### config.mk
export PLATFORM = sky130hd
export DESIGN_NAME = ramb_cfg
export DESIGN_NICKNAME = d
export VERILOG_FILES = /design/src/hdl/ramb_pkg.sv /design/src/hdl/ramb_cfg.sv
export SDC_FILE = /design/constraint.sdc
export NUM_CORES = 1
export LEC_CHECK = 0
export BUFFER_PORTS_ARGS = -buffer_cell sky130_fd_sc_hd__buf_2
export CORE_MARGIN = 3
export CORE_UTILIZATION = 40
export DETAILED_ROUTE_END_ITERATION = 16
export PLACE_DENSITY_LB_ADDON = 0.1
export SLEW_MARGIN = 20
export SYNTH_ARGS = -nofsm -noshare
export SYNTH_HDL_FRONTEND = slang
export SYNTH_SLANG_ARGS = --single-unit
### constraint.sdc
create_clock -name clk -period 1.05 [get_ports clk]
set_input_delay 0.105 -clock clk [delete_from_list [all_inputs] [get_ports clk]]
set_output_delay 0.105 -clock clk [all_outputs]
set_load 0.01 [all_outputs]
### src/hdl/ramb_pkg.sv
// ----------------------------------------------------------------------------
// ramb_pkg
// Shared types and constants for the region attention mask builder: command
// codes, register indexes, transaction payloads and configuration bundle.
// ----------------------------------------------------------------------------
package ramb_pkg;

	localparam int INDEX_W    = 11;
	localparam int REGION_W   = 8;
	localparam int MASK_W     = 16;
	localparam int POOL_CNT_W = 7;
	localparam int APB_DATA_W = 32;
	localparam int APB_ADDR_W = 3;

	localparam int DEF_MAX_POOL   = 64;
	localparam int DEF_MAX_FRAMES = 1024;

	localparam logic [MASK_W-1:0] BLOCKED_RESET = 16'hF0E2;

	typedef enum logic [1:0] {
		CMD_CLEAR = 2'd0,
		CMD_LOAD  = 2'd1,
		CMD_QUERY = 2'd2,
		CMD_NOP   = 2'd3
	} cmd_t;

	typedef enum logic {
		REG_POOL_COUNT = 1'b0,
		REG_BLOCKED    = 1'b1
	} reg_idx_t;

	typedef struct packed {
		cmd_t                        cmd;
		logic signed [REGION_W-1:0]  region_id;
		logic [INDEX_W-1:0]          query_index;
		logic [INDEX_W-1:0]          key_index;
	} req_t;

	typedef struct packed {
		logic [MASK_W-1:0] mask_value;
		logic              allowed;
		logic              in_range;
	} rsp_t;

	typedef struct packed {
		logic [POOL_CNT_W-1:0] pool_count;
		logic [MASK_W-1:0]     blocked_value;
	} cfg_t;

endpackage

### src/hdl/ramb_cfg.sv
// ----------------------------------------------------------------------------
// ramb_cfg
// APB register file: pool count (saturating at the pool capacity) and the
// fp16 word returned for blocked pairs.
// ----------------------------------------------------------------------------
module ramb_cfg #(
	parameter int MAX_POOL = ramb_pkg::DEF_MAX_POOL
) (
	input  logic                              clk,
	input  logic                              arst_n,
	input  logic                              psel,
	input  logic                              penable,
	input  logic                              pwrite,
	input  logic [ramb_pkg::APB_ADDR_W-1:0]   paddr,
	input  logic [ramb_pkg::APB_DATA_W-1:0]   pwdata,
	output logic [ramb_pkg::APB_DATA_W-1:0]   prdata,
	output logic                              pready,
	output ramb_pkg::cfg_t                    cfg
);
	import ramb_pkg::*;

	localparam int POOL_SAT_I = (MAX_POOL > 127) ? 127 : MAX_POOL;
	localparam logic [POOL_CNT_W-1:0] POOL_SAT = POOL_CNT_W'(POOL_SAT_I);

	logic [POOL_CNT_W-1:0] pool_count_q;
	logic [MASK_W-1:0]     blocked_q;
	logic                  wr_en;
	reg_idx_t              reg_idx;
	logic [POOL_CNT_W-1:0] pool_wr;

	assign pready  = 1'b1;
	assign wr_en   = psel && penable && pwrite && pready;
	assign reg_idx = reg_idx_t'(paddr[2]);
	// clamp to the pool capacity
	assign pool_wr = (int'(pwdata[POOL_CNT_W-1:0]) > MAX_POOL) ? POOL_SAT
		: pwdata[POOL_CNT_W-1:0];

	always_ff @(posedge clk or negedge arst_n) begin
		if (!arst_n) begin
			pool_count_q <= '0;
			blocked_q    <= BLOCKED_RESET;
		end else if (wr_en) begin
			unique case (reg_idx)
				REG_POOL_COUNT: pool_count_q <= pool_wr;
				REG_BLOCKED:    blocked_q    <= pwdata[MASK_W-1:0];
				default:        ;
			endcase
		end
	end

	always_comb begin
		prdata = '0;
		unique case (reg_idx)
			REG_POOL_COUNT: prdata = APB_DATA_W'(pool_count_q);
			REG_BLOCKED:    prdata = APB_DATA_W'(blocked_q);
			default:        prdata = '0;
		endcase
	end

	assign cfg.pool_count    = pool_count_q;
	assign cfg.blocked_value = blocked_q;

endmodule

Word-level counts from Yosys, hierarchy flattened
Index checks and enable logic that the tools add are counted.
- bits of input ports: 40
- logic and storage cells: 10
- register bits: 23
- bitwise logic cells: 1
- magnitude comparators: 1
- mux-type cells: 2
- reduce and logical (&&, ||, !) cells: 4
- operator list (kind ; number):
    $pmux 32 s2 ; 1
    $gt 7x7->1 const B ; 1
    $mux 7 ; 1
    $reduce_and 2->1 ; 2
    $logic_and 1x1->1 ; 2
    $not 1->1 ; 1

Longest topological paths before layout
- depth after elaboration: 3
- depth in mapped cells: 4
- depth with buffers taken out: 2

Worst setup path before layout
Ideal clock, no wire load.
- path type: input to register
- start point: in paddr[2] in the netlist's numbering
- end point: reg pool_count_q[0]
- path buffers: 2
- stages: 4
- slack: 0.022 ns
- required time: 0.925 ns
- setup time: 0.125 ns
- arrival time: 0.902 ns
- cells stage by stage: buf_6 and4b_1 buf_6 mux2_4
- cells in the longest elaborated chain, start to end: 2
- RTL lines (element ; line ; source):
    start, declared ; ramb_cfg.sv:14 ; input logic [ramb_pkg::APB_ADDR_W-1:0] paddr,
    $not 1->1 ; - ;
    $reduce_and 2->1 (no line) ; - ;
    end signal, assigned ; ramb_cfg.sv:44 ; REG_POOL_COUNT: pool_count_q <= pool_wr;
    end, declared ; ramb_cfg.sv:25 ; logic [POOL_CNT_W-1:0] pool_count_q;
Every way passes these cells.
A chain may end at the register's enable or synchronous reset.

Final worst setup path
- start point: reg blocked_q[13]
- end point: out prdata[13] in the netlist's numbering
- cells in the longest elaborated chain, start to end: 1
- RTL lines (element ; line ; source):
    start, declared ; ramb_cfg.sv:26 ; logic [MASK_W-1:0] blocked_q;
    start signal, assigned ; ramb_cfg.sv:45 ; REG_BLOCKED: blocked_q <= pwdata[MASK_W-1:0];
    $pmux 32 s2 ; ramb_cfg.sv:53 ; unique case (reg_idx)
    end, declared ; ramb_cfg.sv:16 ; output logic [ramb_pkg::APB_DATA_W-1:0] prdata,
Every way passes these cells. The select of a mux whose other input is x is not followed.

==> results.txt <==
----------------------------------------------------
[Layout]
  Number of non-filler instances in the completed layout ... 227
  Fin util ... 0.723
  # diodes ... 0
  Post-synthesis to final-layout area growth ... 63.3%
  Layout Cell Area excl Fill ... around 2100 sq um
  Number of nets in the layout ... between 200 and 250
  Fraction of layout instances using a drive strength above 1 ... 0.724

[Worst setup path]
  Largest fanout of any net on the critical path ... 3
  Startpoint of the most critical register-to-register path ... blocked_q[12]$_DFFE_PN1P_
  Critical path, cell by cell ... and2_1 -> buf_2
  Startpoint types ... flop
  CP max stage delay ... ~0.58 ns
  Critical Path End Type ... output port
  Data arrival time of the critical path ... ~1.2 ns
  Cell with the biggest individual delay on the critical path ... sky130_fd_sc_hd__dfstp_2
  CP bufs+invs ... 1
  Crit path required time ... around 0.94 ns
  Path type of the worst setup path ... flop to output port
  Worst Setup SP ... blocked_q[13]$_DFFE_PN1P_
  CP top delay family ... flip-flops

[Job]
  Max Cap Viol ... 0

[Clocking]
  CTS buffer count ... 3
  Clock latency at the later pin of the worst-skew pair ... between 0.3 and 0.4 ns
  Clock transition at path regs ... approximately 0.13 ns
  CTS tree ... done
  Clock Path Buffers ... 2
  CTS Root Buffer Type ... sky130_fd_sc_hd__clkbuf_4
  Clock sink count ... 23
  CTS H-Tree Depth ... 1

[Detailed routing]
  Number of design-rule violations left by the first detailed-router iteration ... 24
  Vias after detailed routing ... approximately 980
  DRC violations left ... 0
  Pre-antenna DRT Iters ... 4
  Per-cell via count in the routed design ... between 4 and 5
  Per-cell routed wire length ... 14.7 um
  Detailed-route wire length ... ~3300 um
  Count of antenna-violating nets left after detailed routing ... 0

[Synth]
  Avg Inst Size Synth ... approximately 14 sq um
  Yosys synthesis warning count ... 0
  Gate count after technology mapping ... between 90 and 100
  Portion of the post-synthesis area used by sequential elements ... 0.456
  Synthesized flop and latch total ... 23
  Synth area leaders ... sky130_fd_sc_hd__dfrtp_1, sky130_fd_sc_hd__mux2_4, sky130_fd_sc_hd__dfstp_2
  Leading area contributor after synthesis ... sky130_fd_sc_hd__dfrtp_1
  Post-synth cell types ... 12
  Combined area of all synthesized cells ... 1280 sq um
  Share of the synthesized area in the top cell type ... 0.292

[Placement]
  Hpwl dp ... 2040 um
  Port Buf Inserts ... 60
  Worst setup slack before clock tree synthesis ... -0.0550 ns
  Cell total after placement ... 195
  Placement-stage cell area ... ~1600 sq um
  Placer's final routability congestion estimate ... approximately 0.67

[Timing]
  Worst-case clock skew ... 0 ns
  Final hold violation count ... 0
  Number of setup violations in the final report ... 33
  Slew Limit Headroom ... 0.647
  Fin. max-slew vios ... 0
  Maximum clock frequency ... about 780 MHz
  Shortest clock period the worst path allows after layout ... ~1.3 ns
  Transition time at the pin with the least slew margin ... between 0.5 and 0.6 ns
  Fin worst setup slack ... -0.224 ns
  Post-route clock period utilization ... 1.21
  RSZ-0062 raised after global routing ... yes

[GRT]
  Vias in the first global route ... 999
  Wire length of the first global-routing pass ... a little over 5000 um
  Total grt overflow ... 0
  Largest net degree at the start of global routing ... 24
  Initial antenna violation count ... 0
  All-Layer GR Usage ... 0.163

[Floorplan]
  Starting utilization of the core area ... 0.443
  Core box area ... between 2000 and 3000 sq um
  Io pins ... 96
  Die outline area ... roughly 3900 sq um
  Count of standard-cell rows ... 19
  Die extent in x ... about 63 um
  Die boundary height ... about 63 um

[Worst hold path]
  Hold Crit Class ... primary input to flop
  Worst Min Path Start ... pwdata[10]

[Outcome]
  Status ... finished, violations left
  Failing checks ... setup timing

[Power]
  Power density of the placed cells ... 1600 nW/um^2
  Static leakage ... approximately 0.0011 uW
  Total power ... between 3000 and 4000 uW
  Worst IR drop on VDD ... roughly 0.0008 V

----------------------------------------------------
-- cell usage after synthesis, drive strengths merged --
master	count
and2	9
and4b	1
buf	20
clkbuf	1
conb	2
dfrtp	15
dfstp	8
mux2	30
nand4	1
nor2b	6
-- power by group --
part	internal (uW)	total (uW)	switching, uW
Combinational	1100	1660	562
Clock	142	415	272
Sequential	1120	1270	152
Total	2360	3350	986
-- cell type report --
cell class	count	area (sq um)
clock inverters	1	5.00
multi-input cells	64	621
fillers	227	802
repair buffers	94	812
well taps	42	52.6
flip-flops and latches	23	586
clock buffers	3	22.5
-- through the flow --
stage / hold slack (ns) / TNS [ns]
2_1_floorplan: -0.191 / 0
3_3_place_gp: 0.110 / -0.331
3_5_place_dp: 0.112 / -0.368
4_1_cts: 0.00949 / -3.44
5_1_grt: 0.000796 / -5.14
6_report: 0.0208 / -3.36
-- final timing paths --
kind / to / slack, ns / cells past startpoint
max in group asynchronous: blocked_q[1]$_DFFE_PN1P_ / 0.39 / 2
worst min-delay path: blocked_q[10]$_DFFE_PN0P_ / 0.02 / 2
worst max-delay path: prdata[13] / -0.22 / 2
worst max register to register: blocked_q[12]$_DFFE_PN1P_ / 0.02 / 4
min in group asynchronous: blocked_q[9]$_DFFE_PN0P_ / 0.28 / 2
worst min register to register: blocked_q[10]$_DFFE_PN0P_ / 0.55 / 1
-- cells by family (layout without fill, tap and decap cells) --
kind of cell	after synthesis	count (layout)	share of synthesized area
buffers and inverters	21	98	0.129
multiplexers	30	30	0.313
AND/OR/NAND/NOR	17	17	0.0974
other	2	17	0.00584
flip-flops	23	23	0.456
-- placed cells by master (no fill, tap or decap), drive strengths merged --
cell         synthesis  routed
nand4                1       1
clkbuf               1       3
buf                 20      88
clkinv               0       1
and4b                1       1
conb                 2      17
dlygate4sd3          0       6
dfstp                8       8
dfrtp               15      15
mux2                30      30
and2                 9       9
nor2b                6       6
-- layer usage --
metal / track usage / share of wire / vias up
met4: 0.0413 / 0.013 / 0
li1: - / - / 458
met1: 0.194 / 0.38 / 471
met3: 0.0378 / 0.066 / 4
met2: 0.292 / 0.54 / 48
met5: 0 / 0 / -
-- registers in the layout, summed over array words and instances (netlist names) --
signal	cells
pool_count_q	7
blocked_q	16
-- worst reg2reg max path: cells and delay by family (launching register included) --
| kind | cells | cell delay, ns |
|---|---|---|
| buffers and inverters | 3 | 0.33 |
| flip-flops | 1 | 0.40 |
| multiplexers | 1 | 0.24 |
-- what timing repair did --
item	4_1_cts	5_1_grt
resized for setup	35	18
pin swaps	4	0
gates cloned	0	0
hold buffers	6	0
endpoints found under the hold margin	20	0
setup endpoints to repair	24	34
setup buffers	12	13
Power figures use the tool's default switching activity.
